--- config.mk ---
export PLATFORM = sky130hd
export DESIGN_NAME = lru_page_replacement_top
export DESIGN_NICKNAME = d
export VERILOG_FILES = /design/src/rtl/lru_pkg.sv /design/src/rtl/lru_page_replacement_top.sv /design/src/rtl/lru_cell.sv
export SDC_FILE = /design/constraint.sdc
export NUM_CORES = 1
export LEC_CHECK = 0
export BUFFER_PORTS_ARGS = -buffer_cell sky130_fd_sc_hd__buf_2
export CAP_MARGIN = 10
export CORE_ASPECT_RATIO = 0.7
export CORE_MARGIN = 2
export CORE_UTILIZATION = 45
export DETAILED_ROUTE_END_ITERATION = 10
export GPL_TIMING_DRIVEN = 0
export PLACE_DENSITY = 0.66
export SLEW_MARGIN = 20
export SYNTH_ARGS = -nofsm -noshare
export SYNTH_HDL_FRONTEND = slang
export SYNTH_SLANG_ARGS = --single-unit
--- constraint.sdc ---
create_clock -name clock -period 6.2 [get_ports clock]
set_input_delay 0 -clock clock [delete_from_list [all_inputs] [get_ports clock]]
set_output_delay 0 -clock clock [all_outputs]
set_load 0.05 [all_outputs]
--- src/rtl/lru_pkg.sv ---
// shared constants and types for the lru page replacement block
// no dependencies; used by lru_cell and lru_page_replacement_top
`default_nettype none

package lru_pkg;

   localparam int MaxWays   = 16;
   localparam int PageBits  = 16;
   localparam int OccBits   = $clog2(MaxWays + 1);
   localparam int IdxBits   = (MaxWays > 1) ? $clog2(MaxWays) : 1;
   localparam int CapBits   = 5;
   localparam int MissBits  = 32;
   localparam int DataBits  = 32;
   localparam int AddrBits  = 3;
   localparam int CapReset  = 4;

   // register index taken from the address
   localparam logic RegCapacity = 1'b0;

   // broadcast from the top level to every cell of the stack
   typedef struct packed {
      logic                fire;
      logic                hit;
      logic [PageBits-1:0] page;
   } lru_cell_ctl_type;

endpackage

`default_nettype wire

--- src/rtl/lru_page_replacement_top.sv ---
// fully associative lru page store: a row of lru_cell entries plus the
// occupancy, miss counter, capacity register and result register; uses lru_pkg
//
// usage:
//   requests arrive on req_valid/req_ready with req_page and req_start_req;
//   each request gives exactly one result on rsp_valid/rsp_ready with rsp_hit,
//   rsp_evicted_valid, rsp_evicted_page and rsp_miss_count.
//   a request is handled in the cycle it is accepted (parallel compare in every
//   cell, then one shift of the stack) and its result sits in the output
//   register from the next cycle; one request per cycle while results are taken.
//   the rate is set by the compare and shift across the cells.
//   when the receiver stalls, the result register holds and req_ready drops
//   until the result is taken; a request is accepted in the same cycle that
//   the waiting result leaves.
//   reset empties the store, clears the miss count and sets capacity to 4;
//   no clearing pass is needed. capacity is written over the csr port at
//   byte address 0 and should change only together with a start request.
`default_nettype none

module lru_page_replacement_top (
   input  wire                               clock,
   input  wire                               reset,
   // request channel
   input  wire                               req_valid,
   output logic                              req_ready,
   input  wire  [lru_pkg::PageBits-1:0]      req_page,
   input  wire                               req_start_req,
   // result channel
   output logic                              rsp_valid,
   input  wire                               rsp_ready,
   output logic                              rsp_hit,
   output logic                              rsp_evicted_valid,
   output logic [lru_pkg::PageBits-1:0]      rsp_evicted_page,
   output logic [lru_pkg::MissBits-1:0]      rsp_miss_count,
   // configuration port
   input  wire                               csr_psel,
   input  wire                               csr_penable,
   input  wire                               csr_pwrite,
   input  wire  [lru_pkg::AddrBits-1:0]      csr_paddr,
   input  wire  [lru_pkg::DataBits-1:0]      csr_pwdata,
   output logic [lru_pkg::DataBits-1:0]      csr_prdata,
   output logic                              csr_pready
);

   localparam int Ways = lru_pkg::MaxWays;
   localparam int OccW = lru_pkg::OccBits;
   localparam int IdxW = lru_pkg::IdxBits;
   localparam int CapW = lru_pkg::CapBits;
   localparam int MisW = lru_pkg::MissBits;
   localparam int PgW  = lru_pkg::PageBits;
   localparam int DatW = lru_pkg::DataBits;

   logic [CapW-1:0] capacity_ff;
   logic [CapW-1:0] capacity_in;
   logic [OccW-1:0] occ_ff;
   logic [OccW-1:0] occ_in;
   logic [MisW-1:0] miss_ff;
   logic [MisW-1:0] miss_in;

   logic            rsp_valid_ff;
   logic            rsp_valid_in;
   logic            hit_ff;
   logic            hit_in;
   logic            ev_valid_ff;
   logic            ev_valid_in;
   logic [PgW-1:0]  ev_page_ff;
   logic [PgW-1:0]  ev_page_in;
   logic [MisW-1:0] miss_count_ff;

   logic            fire;
   logic            csr_write;
   logic [OccW-1:0] cap_eff;
   logic [OccW-1:0] occ_eff;
   logic [OccW-1:0] occ_m1;
   logic [OccW-1:0] miss_top;
   logic [MisW-1:0] miss_base;
   logic            hit;
   logic            evict;

   lru_pkg::lru_cell_ctl_type ctl;

   logic [PgW-1:0]  stack_q [Ways];
   logic [Ways:0]   seen;
   logic [Ways-1:0] live;
   logic [Ways-1:0] shift_miss;

   // handshakes
   assign req_ready  = !rsp_valid_ff || rsp_ready;
   assign fire       = req_valid && req_ready;
   assign csr_pready = 1'b1;
   assign csr_write  = csr_psel && csr_penable && csr_pwrite;

   // capacity register
   always_comb begin
      capacity_in = capacity_ff;
      if (csr_write && (csr_paddr[2] == lru_pkg::RegCapacity)) begin
         capacity_in = csr_pwdata[CapW-1:0];
      end
   end

   always_comb begin
      csr_prdata = '0;
      if (csr_paddr[2] == lru_pkg::RegCapacity) begin
         csr_prdata = {{(DatW-CapW){1'b0}}, capacity_ff};
      end
   end

   // clamp capacity to 1..Ways
   always_comb begin
      priority if (capacity_ff == '0) begin
         cap_eff = OccW'(1);
      end else if ({{(32-CapW){1'b0}}, capacity_ff} > 32'(Ways)) begin
         cap_eff = OccW'(Ways);
      end else begin
         cap_eff = OccW'(capacity_ff);
      end
   end

   // a start request sees an empty store and a cleared counter
   assign occ_eff   = req_start_req ? '0 : occ_ff;
   assign miss_base = req_start_req ? '0 : miss_ff;
   assign occ_m1    = occ_eff - OccW'(1);

   assign ctl.fire = fire;
   assign ctl.hit  = hit;
   assign ctl.page = req_page;

   assign seen[0] = 1'b0;
   assign hit     = seen[Ways];
   assign evict   = !hit && (occ_eff >= cap_eff) && (occ_eff != '0);
   assign miss_top = evict ? occ_m1 : occ_eff;

   genvar gi;
   generate
      for (gi = 0; gi < Ways; gi++) begin : g_cell
         logic [PgW-1:0] prev_page;
         assign live[gi]       = OccW'(gi) < occ_eff;
         assign shift_miss[gi] = OccW'(gi) <= miss_top;
         if (gi == 0) begin : g_head
            assign prev_page = req_page;
         end else begin : g_body
            assign prev_page = stack_q[gi-1];
         end
         lru_cell u_cell (
            .clock      (clock),
            .ctl        (ctl),
            .live       (live[gi]),
            .shift_miss (shift_miss[gi]),
            .prev_page  (prev_page),
            .seen_in    (seen[gi]),
            .page_out   (stack_q[gi]),
            .seen_out   (seen[gi+1])
         );
      end
   endgenerate

   // occupancy and miss counter
   always_comb begin
      occ_in  = occ_ff;
      miss_in = miss_ff;
      if (fire) begin
         occ_in  = occ_eff;
         miss_in = miss_base;
         if (!hit) begin
            if (miss_base != {MisW{1'b1}}) begin
               miss_in = miss_base + MisW'(1);
            end
            if (!evict) begin
               occ_in = occ_eff + OccW'(1);
            end
         end
      end
   end

   // result register
   always_comb begin
      rsp_valid_in = rsp_valid_ff;
      hit_in       = hit_ff;
      ev_valid_in  = ev_valid_ff;
      ev_page_in   = ev_page_ff;
      if (rsp_ready) begin
         rsp_valid_in = 1'b0;
      end
      if (fire) begin
         rsp_valid_in = 1'b1;
         hit_in       = hit;
         ev_valid_in  = evict;
         ev_page_in   = evict ? stack_q[occ_m1[IdxW-1:0]] : '0;
      end
   end

   always_ff @(posedge clock) begin
      if (reset) begin
         capacity_ff  <= CapW'(lru_pkg::CapReset);
         occ_ff       <= '0;
         miss_ff      <= '0;
         rsp_valid_ff <= 1'b0;
      end else begin
         capacity_ff  <= capacity_in;
         occ_ff       <= occ_in;
         miss_ff      <= miss_in;
         rsp_valid_ff <= rsp_valid_in;
      end
   end

   always_ff @(posedge clock) begin
      hit_ff      <= hit_in;
      ev_valid_ff <= ev_valid_in;
      ev_page_ff  <= ev_page_in;
      if (fire) begin
         miss_count_ff <= miss_in;
      end
   end

   assign rsp_valid         = rsp_valid_ff;
   assign rsp_hit           = hit_ff;
   assign rsp_evicted_valid = ev_valid_ff;
   assign rsp_evicted_page  = ev_page_ff;
   assign rsp_miss_count    = miss_count_ff;

endmodule

`default_nettype wire

--- src/rtl/lru_cell.sv ---
// one entry of the recency stack: holds a page, compares it with the request
// and takes its upper neighbor's page when the stack shifts; uses lru_pkg
`default_nettype none

module lru_cell (
   input  wire                             clock,
   input  wire lru_pkg::lru_cell_ctl_type  ctl,
   input  wire                             live,
   input  wire                             shift_miss,
   input  wire  [lru_pkg::PageBits-1:0]    prev_page,
   input  wire                             seen_in,
   output logic [lru_pkg::PageBits-1:0]    page_out,
   output logic                            seen_out
);

   logic [lru_pkg::PageBits-1:0] page_ff;
   logic [lru_pkg::PageBits-1:0] page_in;
   logic                         match;
   logic                         shift;

   assign match    = live && (page_ff == ctl.page);
   assign seen_out = seen_in || match;
   assign page_out = page_ff;

   // on a hit only cells up to the first match move; on a miss the top decides
   assign shift = ctl.hit ? !seen_in : shift_miss;

   always_comb begin
      page_in = page_ff;
      if (ctl.fire && shift) begin
         page_in = prev_page;
      end
   end

   always_ff @(posedge clock) begin
      page_ff <= page_in;
   end

endmodule

`default_nettype wire
==> results of run 1 <==
==> layout by cell type (no fill, tap or decap), types with 6 or more instances in the layout <==
cell	count
mux4_2	64
inv_1	15
nor3_1	30
nand3_1	35
ha_1	10
buf_2	106
nor4_1	36
mux2i_1	33
dlygate4sd3_1	24
nand2_1	73
and2_1	28
nor2_1	36
dfxtp_1	43
o21ai_0	12
a211oi_1	37
conb_1	28
and3_1	9
nand4_1	30
or4_1	8
xor2_1	141
nor2b_1	29
edfxtp_1	306
nor3_2	6
buf_6	18
xnor2_1	137
clkinv_2	7
buf_4	51
a31oi_1	10
clkbuf_1	37
clkbuf_16	38
a21oi_1	13
nand2b_1	8
or3_1	7
==> layout make-up <==
class                   instances  area, um^2
inverters                      20        77.6
well taps                     535         669
clock buffers                  48        1030
multi-input cells             895        7430
clock inverters                16         168
plain buffers                 110         687
fillers                      3301       18700
repair buffers                124         823
flip-flops and latches        349       10000
==> state kept, by name (all words and copies together), names as in the netlist <==
name / count
occ_ff: 5
capacity_ff: 5
rsp_evicted_page: 16
miss_ff: 32
rsp_hit: 1
rsp_evicted_valid: 1
rsp_miss_count: 32
g_cell.u_cell.page_out: 256
rsp_valid: 1
==> cells in the mapped netlist (12+ instances only) <==
cell type	instances	area share
inv_1	16	0.0033
and2_1	28	0.0097
mux4_2	64	0.080
buf_2	21	0.0058
nor2b_1	29	0.010
nand2_1	73	0.015
nand4_1	30	0.010
nand3_1	35	0.0097
a21oi_1	16	0.0044
nor3_1	34	0.0094
dfxtp_1	43	0.048
nor2_1	36	0.0075
buf_4	46	0.019
o21ai_0	12	0.0033
clkbuf_1	31	0.0065
xor2_1	141	0.069
nor4_1	36	0.012
edfxtp_1	306	0.51
xnor2_1	137	0.067
mux2i_1	33	0.018
a211oi_1	41	0.017
==> report_power, final <==
group          switching [mW]  internal (mW)
Sequential             0.0261           2.58
Combinational           0.421          0.211
Clock                   0.938           1.29
Total                    1.38           4.08
==> worst paths after layout <==
path / from / to / slack, ns / depth (start not counted)
min: csr_pwrite / capacity_ff[1] / 0.06 / 4
min reg2reg: g_cell[6].u_cell.page_out[2] / g_cell[7].u_cell.page_out[2] / 0.50 / 0
max: occ_ff[0] / g_cell[5].u_cell.page_out[10] / 0.22 / 18
max reg2reg: occ_ff[0] / g_cell[5].u_cell.page_out[10] / 0.22 / 18
==> worst max-delay path: cells and delay by family (launching register included) <==
| kind | cells | cell delay, ns |
|---|---|---|
| buffers and inverters | 6 | 2.01 |
| adder cells (fa/ha/maj) | 1 | 0.33 |
| XOR/XNOR | 1 | 0.21 |
| AO/OA/AOI/OAI | 4 | 1.15 |
| AND/OR/NAND/NOR | 6 | 1.52 |
| flip-flops | 1 | 0.34 |
==> metrics by stage <==
| step | setup TNS [ns] | worst slack, ns | area [um^2] | hold slack [ns] |
|---|---|---|---|---|
| 2_1_floorplan | 0 | 1.07 | 18100 | 0.0989 |
| 5_1_grt | 0 | 0.0343 | 20900 | 0.0727 |
| 3_3_place_gp | -191.55 | -1.70 | 19200 | 0.190 |
| 3_5_place_dp | -0.904 | -0.0578 | 19500 | 0.192 |
| 4_1_cts | 0 | 0.407 | 20900 | 0.0427 |
| 6_report | 0 | 0.217 | 20900 | 0.0636 |
==> cells by family (layout without fill, tap and decap cells) <==
family,Yosys count,after routing,synth area share
AOI/OAI and AO/OA,121,121,0.0478
adders and majority gates,10,10,0.00694
and+or+nand+nor,356,356,0.107
other,2,28,0.000417
muxes,100,100,0.100
xor gates and xnor gates,280,280,0.137
DFF,349,349,0.558
buffers and inverters,130,318,0.0423
==> routing by layer <==
| layer | global-route usage | wire (um) |
|---|---|---|
| met1 | 0.406 | 24700 |
| met2 | 0.364 | 22400 |
| met3 | 0.0732 | 6770 |
| met4 | 0.0616 | 1060 |
| met5 | 0 | 0 |
==> what timing repair did <==
item / 4_1_cts / 5_1_grt
endpoints found under the hold margin: 23 / 0
buffers inserted: 0 / 0
hold buffers: 24 / 0
==> flow_summary.json, run 1 <==
{
  "grt.overflow.total": 0,
  "fin_skew_ns": 0.0263,
  "slowest_delay_ns": 0.86,
  "yosys_warnings": 0,
  "grt_setup_unrepaired": "no",
  "end_kind": "register",
  "nets": 1605,
  "async_reset_ff_frac": 0,
  "clk_latency_ns": 0.56,
  "cts_resized": 0,
  "max-slew-margin-rel": 0.291,
  "dp_hpwl_um": 42900,
  "drt_iter0_markers": 1781,
  "setup_viol": 0,
  "vias_per_cell": 5.84,
  "cts_buffer_depth": 3,
  "ys_seq_area_frac": 0.558,
  "synthCells": 1348,
  "die_w_um": 243,
  "grt_pass1_vias": 11764,
  "worst_path_most_repeated_cell": "clkbuf_1",
  "dp_cells": 2009,
  "die_area_um2": 41700,
  "ys_types": 71,
  "start_kind": "register",
  "netlist_area_um2": 18000,
  "drtPass1Iterations": 6,
  "wl_per_cell_um": 26.2,
  "antenna_found_initial": 0,
  "critical_path_class": "register to register",
  "num_io_pins": 144,
  "num_antenna_cells": 0,
  "cp_max_fo": 16,
  "synth-seq-cells": 349,
  "clock.fmax_mhz": 167,
  "path_cells": "clkbuf_1 -> nor2b_1 -> clkbuf_1 -> inv_2 -> buf_2 -> buf_2 -> ha_1 -> nand2b_1 -> a21o_1 -> a21o_1 -> a211oi_1 -> nor2_1 -> nand2_1 -> xnor2_1 -> and2_1 -> and2_1 -> clkbuf_1 -> a211oi_4",
  "core-area_um2": 39600,
  "post-route-util": 0.528,
  "finalNonFillerCells": 2097,
  "root_buffer": "clkbuf_16",
  "synth_flop_cell": "edfxtp_1",
  "maxSlewViolCount": 0,
  "crit_required_ns": 6.37,
  "min_period_over_period": 0.965,
  "port_buffers": 85,
  "vias": 12255,
  "drc": 0,
  "worstMarginPinSlew_ns": 1.06,
  "globalRouteTotalUtil": 0.263,
  "synth_edf_count": 306,
  "start_util": 0.455,
  "finalWirelength_um": 54900,
  "grt_pass1_wl_um": 78700,
  "cts_buffers": 36,
  "ant_nets": 0,
  "p_leak_nw": 7.19,
  "outcome": "complete, no violations",
  "hold_path_class": "input pin to register",
  "gp_congestion": 0.977,
  "rows": 61,
  "clkSinkCount": 349,
  "layout-drive-gt1-share": 0.212,
  "path_clk_slew_ns": 0.06,
  "hold_viol": 0,
  "crit_slowest_cell": "a211oi_4",
  "min_period_ns": 5.98,
  "power_density_nw_per_um2": 261,
  "fp.dieH_um": 171,
  "synth_area_per_cell_um2": 13.4,
  "tritoncts": "built",
  "max_cap_viol_count": 0,
  "area_growth_pct": 16.2,
  "grt_max_degree": 57,
  "cts_max_level": 2,
  "ir_worst_vdd_v": 0.000221,
  "total_power_mw": 5.47,
  "arrival_ns": 6.15
}
Power figures use the tool's default switching activity.
==> run 2, diff against run 1 <==
- MAX_ROUTING_LAYER: not set -> met4
==> run 2 against run 1 <==
Against the previous run:
- critical path depth is 1 higher
- register-to-register slack improved by 0.03 ns
- fmax rose by 0.47%
- highest routed layer unchanged
==> flow_summary.json, run 2 (synthesis gave the netlist of run 1 again) <==
{
  "outcome": "complete, no violations",
  "final_common_cell": "edfxtp_1",
  "pre_cts_slack_ns": 0.0241,
  "layout_setup_ws_ns": 0.245,
  "grt_max_degree": 57,
  "grt_setup_unrepaired": "no",
  "largest_register_ffs": 256,
  "worstMarginPinSlew_ns": 1.05,
  "cts_hold_buf": 24,
  "max-slew-margin-rel": 0.294,
  "critPathBufInv": 7,
  "path_cells": "clkbuf_1 -> nor2b_1 -> clkbuf_1 -> inv_2 -> buf_2 -> buf_2 -> ha_1 -> nand2b_1 -> a21o_1 -> a21o_1 -> a211oi_1 -> nor2_1 -> nand2_1 -> xnor2_1 -> and2_1 -> and2_1 -> clkbuf_1 -> a311oi_4 -> buf_6",
  "die_w_um": 243,
  "ant_nets": 0,
  "num_io_pins": 144,
  "root_buffer": "clkbuf_16",
  "final_cell_mix": "edfxtp_1 (306), xor2_1 (141), xnor2_1 (137)",
  "start_kind": "register",
  "postPlaceCellArea_um2": 19500,
  "post-route-util": 0.526,
  "start_util": 0.455,
  "tritoncts": "built",
  "setup_viol": 0,
  "cp_max_fo": 13,
  "drc": 0,
  "critical_path_class": "register to register",
  "clock.fmax_mhz": 168,
  "vias": 12423,
  "min_period_over_period": 0.960,
  "hold_path_class": "input pin to register",
  "gp_congestion": 0.966,
  "die_area_um2": 41700,
  "p_clk_frac": 0.391,
  "ir_worst_vdd_v": 0.000240,
  "num_antenna_cells": 0,
  "cts_resized": 0,
  "grt_pass1_wl_um": 77900,
  "n_fill_cell": 3358,
  "min_period_ns": 5.95,
  "area_growth_pct": 15.6,
  "crit_required_ns": 6.49,
  "drtPass1Iterations": 5,
  "cts_buffers": 36,
  "antenna_found_initial": 0,
  "cts_max_level": 2,
  "port_buffers": 85,
  "total_power_mw": 5.31,
  "swShare": 0.258,
  "drt_iter0_markers": 1853,
  "cts_buffer_depth": 3,
  "clk_latency_ns": 0.55,
  "dp_hpwl_um": 43100,
  "rows": 61,
  "crit_family": "buffers and inverters",
  "grt.overflow.total": 0,
  "pwr-share-comb": 0.119,
  "fp.dieH_um": 171,
  "arrival_ns": 6.25,
  "finalWirelength_um": 54700,
  "path_clk_slew_ns": 0.06,
  "grt_pass1_vias": 11746,
  "cts_setup_buffers": 0,
  "globalRouteTotalUtil": 0.270,
  "power_switching_mw": 1.37,
  "layout-drive-gt1-share": 0.209,
  "fin_skew_ns": 0.0199,
  "nets": 1603,
  "crit_slowest_cell": "clkbuf_1",
  "cell_internal_pwr_mw": 3.94,
  "worst_path_most_repeated_cell": "clkbuf_1",
  "clkSinkCount": 349,
  "end_kind": "register",
  "power_density_nw_per_um2": 255,
  "max_cap_viol_count": 0,
  "whs_ns": 0.0816,
  "wl_per_cell_um": 26.1,
  "maxSlewViolCount": 0,
  "hold_viol": 0,
  "finish.instance_area_um2": 20800,
  "core-area_um2": 39600,
  "vias_per_cell": 5.92,
  "p_seq_frac": 0.490,
  "slowest_delay_ns": 0.63,
  "p_leak_nw": 7.13
}
[run 2: cell types whose count changed in the layout (fill, tap and decap cells not counted), sizes merged]
| cell | change |
|---|---|
| bufinv | -3 |
| clkbuf | +3 |
| buf | -2 |
| inv | +2 |
| clkinv | -1 |
| clkinvlp | +1 |
[run 2: layer usage]
layer | wire [um] | up-vias | GRT usage | share of wire
met1 | 25000 | 6229 | 0.406 | 0.46
met2 | 21700 | 744 | 0.357 | 0.40
li1 | - | 5357 | - | -
met5 | 0 | - | - | 0
met4 | 1280 | 0 | 0.0667 | 0.023
met3 | 6660 | 93 | 0.0747 | 0.12
[run 2: final timing paths]
kind	startpoint	end	slack [ns]	cells after the start
worst max-delay path	occ_ff[0]	g_cell[3].u_cell.page_out[15]	0.25	19
worst min-delay path	csr_pwrite	capacity_ff[4]	0.08	4
worst max register to register	occ_ff[0]	g_cell[3].u_cell.page_out[15]	0.25	19
worst min register to register	g_cell[6].u_cell.page_out[9]	g_cell[7].u_cell.page_out[9]	0.49	0
[run 2: final cells by class]
cell class	instances	area (um^2)	share of cell area
flip-flops and latches	349	10000	0.483
multi-input cells	895	7430	0.357
clock buffers	51	1020	0.0490
repair buffers	122	801	0.0385
plain buffers	110	687	0.0330
well taps	535	669	0.0321
clock inverters	15	91.3	0.00439
inverters	20	77.6	0.00373
[run 2: per-stage QoR]
step	cells	setup TNS (ns)
floorplan	1374	0
global placement	1994	-151.13
detailed placement	2007	0
CTS	2097	0
global route	2097	0
finish	2097	0
[run 2: power by group through the flow]
stage / combinational, mW / sequential [mW] / clock [mW]
floorplan: 0.362 / 2.70 / 0
global placement: 0.594 / 2.65 / 0
detailed placement: 0.605 / 2.65 / 0
CTS: 0.620 / 2.60 / 2.11
global route: 0.660 / 2.60 / 2.19
finish: 0.631 / 2.60 / 2.08
[run 2: worst reg2reg max path, cell delays in order, from the launching register on]
cell,delay [ns]
dfxtp_1,0.34
clkbuf_1,0.48
nor2b_1,0.20
clkbuf_1,0.31
inv_2,0.21
buf_2,0.32
buf_2,0.33
ha_1,0.34
nand2b_1,0.09
a21o_1,0.11
a21o_1,0.12
a211oi_1,0.07
nor2_1,0.58
nand2_1,0.14
xnor2_1,0.31
and2_1,0.42
and2_1,0.19
clkbuf_1,0.63
a311oi_4,0.29
buf_6,0.24
==> run 3, diff against run 2 <==
- CTS_BUF_LIST: not set -> sky130_fd_sc_hd__clkbuf_4 sky130_fd_sc_hd__clkbuf_8 sky130_fd_sc_hd__clkbuf_16
==> run 3 against run 2 <==
Against the previous run:
- combinational power is essentially flat
- critical path depth is the same
- design area grew 0.20%
- sequential share of layout area shrank 0.096 points
- clock power grew 2%
- largest cell class unchanged
- largest power group unchanged
==> flow_summary.json, run 3 (synthesis gave the netlist of run 1 again) <==
{
  "tritoncts": "built",
  "rows": 61,
  "drtPass1Iterations": 6,
  "globalRouteTotalUtil": 0.270,
  "max-slew-margin-rel": 0.334,
  "critPathBufInv": 7,
  "end_kind": "register",
  "final_cell_mix": "edfxtp_1 (306), xor2_1 (141), xnor2_1 (137)",
  "cts_setup_buffers": 0,
  "area_growth_pct": 15.8,
  "ant_nets": 0,
  "root_buffer": "clkbuf_16",
  "die_area_um2": 41700,
  "worstMarginPinSlew_ns": 0.991,
  "clock.fmax_mhz": 169,
  "path_clk_slew_ns": 0.06,
  "min_period_over_period": 0.952,
  "start_kind": "register",
  "num_io_pins": 144,
  "grt_max_degree": 57,
  "num_antenna_cells": 0,
  "hold_path_class": "input pin to register",
  "antenna_found_initial": 1,
  "ir_worst_vdd_v": 0.000243,
  "cts_buffers": 36,
  "dp_hpwl_um": 43100,
  "finalNonFillerCells": 2097,
  "met2_usage": 0.357,
  "crit_family": "buffers and inverters",
  "finalWirelength_um": 54600,
  "crit_slowest_cell": "clkbuf_1",
  "nets": 1603,
  "cts_max_level": 2,
  "die_w_um": 243,
  "gp_congestion": 0.966,
  "layout-drive-gt1-share": 0.216,
  "fp.dieH_um": 171,
  "grt_pass1_wl_um": 78000,
  "max_cap_viol_count": 0,
  "layout_setup_ws_ns": 0.295,
  "largest_register_ffs": 256,
  "cp_max_fo": 13,
  "setup_viol": 0,
  "clkSinkCount": 349,
  "path_cells": "clkbuf_1 -> nor2b_1 -> clkbuf_1 -> inv_2 -> buf_2 -> buf_2 -> ha_1 -> nand2b_1 -> a21o_1 -> a21o_1 -> a211oi_1 -> nor2_1 -> nand2_1 -> xnor2_1 -> and2_1 -> and2_1 -> clkbuf_1 -> a311oi_4 -> buf_6",
  "pre_cts_slack_ns": 0.0241,
  "outcome": "complete, no violations",
  "grt_setup_unrepaired": "no",
  "rrSetupSlack_ns": 0.30,
  "clk_latency_ns": 0.55,
  "grtUsageMet3": 0.0747,
  "maxSlewViolCount": 0,
  "p_leak_nw": 7.17,
  "grt_util_met1": 0.406,
  "final_common_cell": "edfxtp_1",
  "dp_cells": 2007,
  "wl_per_cell_um": 26.0,
  "gr-max-usage-layer": "met1",
  "vias": 12337,
  "fin_skew_ns": 0.0183,
  "post-route-util": 0.527,
  "drc": 0,
  "critical_path_class": "register to register",
  "grt_pass1_vias": 11756,
  "core-area_um2": 39600,
  "start_util": 0.455,
  "port_buffers": 85,
  "crit_required_ns": 6.49,
  "power_density_nw_per_um2": 257,
  "arrival_ns": 6.20,
  "vias_per_cell": 5.88,
  "min_period_ns": 5.90,
  "cts_buffer_depth": 3,
  "hold_viol": 0,
  "slowest_delay_ns": 0.65,
  "grt.overflow.total": 0,
  "whs_ns": 0.0817,
  "drt_iter0_markers": 1826,
  "worst_path_most_repeated_cell": "clkbuf_1"
}
-- run 3: layer usage --
layer,wire [um],up-vias
met3,6640,85
met5,0,-
met4,1230,0
met1,25000,6206
li1,-,5350
met2,21700,696
-- run 3: repair_timing --
action,4_1_cts,5_1_grt
hold endpoints to repair,23,0
hold buffers,24,0
setup endpoints to repair,0,0
resized for setup,0,0
-- run 3: per-stage QoR --
| stage | cell area, um^2 | TNS (ns) | total power [mW] |
|---|---|---|---|
| floorplan | 18100 | 0 | 3.06 |
| global placement | 19200 | -151.13 | 3.25 |
| detailed placement | 19500 | 0 | 3.26 |
| CTS | 20900 | 0 | 5.38 |
| global route | 20900 | 0 | 5.51 |
| finish | 20900 | 0 | 5.36 |
-- run 3: final cells by class --
class	instances	area (um^2)
Clock inverter	15	91.3
Buffer	110	687
Multi-Input combinational cell	895	7430
Timing Repair Buffer	122	801
Tap cell	535	669
Fill cell	3346	18700
Sequential cell	349	10000
Inverter	20	77.6
Clock buffer	51	1060
-- run 3: path summary, 6_finish.rpt --
path,startpoint,end,cells after the start
min reg2reg,g_cell[6].u_cell.page_out[11],g_cell[7].u_cell.page_out[11],0
min,csr_pwrite,capacity_ff[1],4
max reg2reg,occ_ff[0],g_cell[3].u_cell.page_out[15],19
max,occ_ff[0],g_cell[3].u_cell.page_out[15],19
-- run 3: where the power goes --
part / internal, mW / leakage, nW / total [mW] / switching [mW]
sequential: 2.58 / 3.16 / 2.60 / 0.0264
combinational: 0.211 / 3.43 / 0.629 / 0.418
clock: 1.21 / 0.577 / 2.13 / 0.927
-- run 3: worst min-delay path: stages --
cell and delay, ns:
buf_2 0.10, nand4b_1 0.28, mux2i_1 0.12, nor2_1 0.07
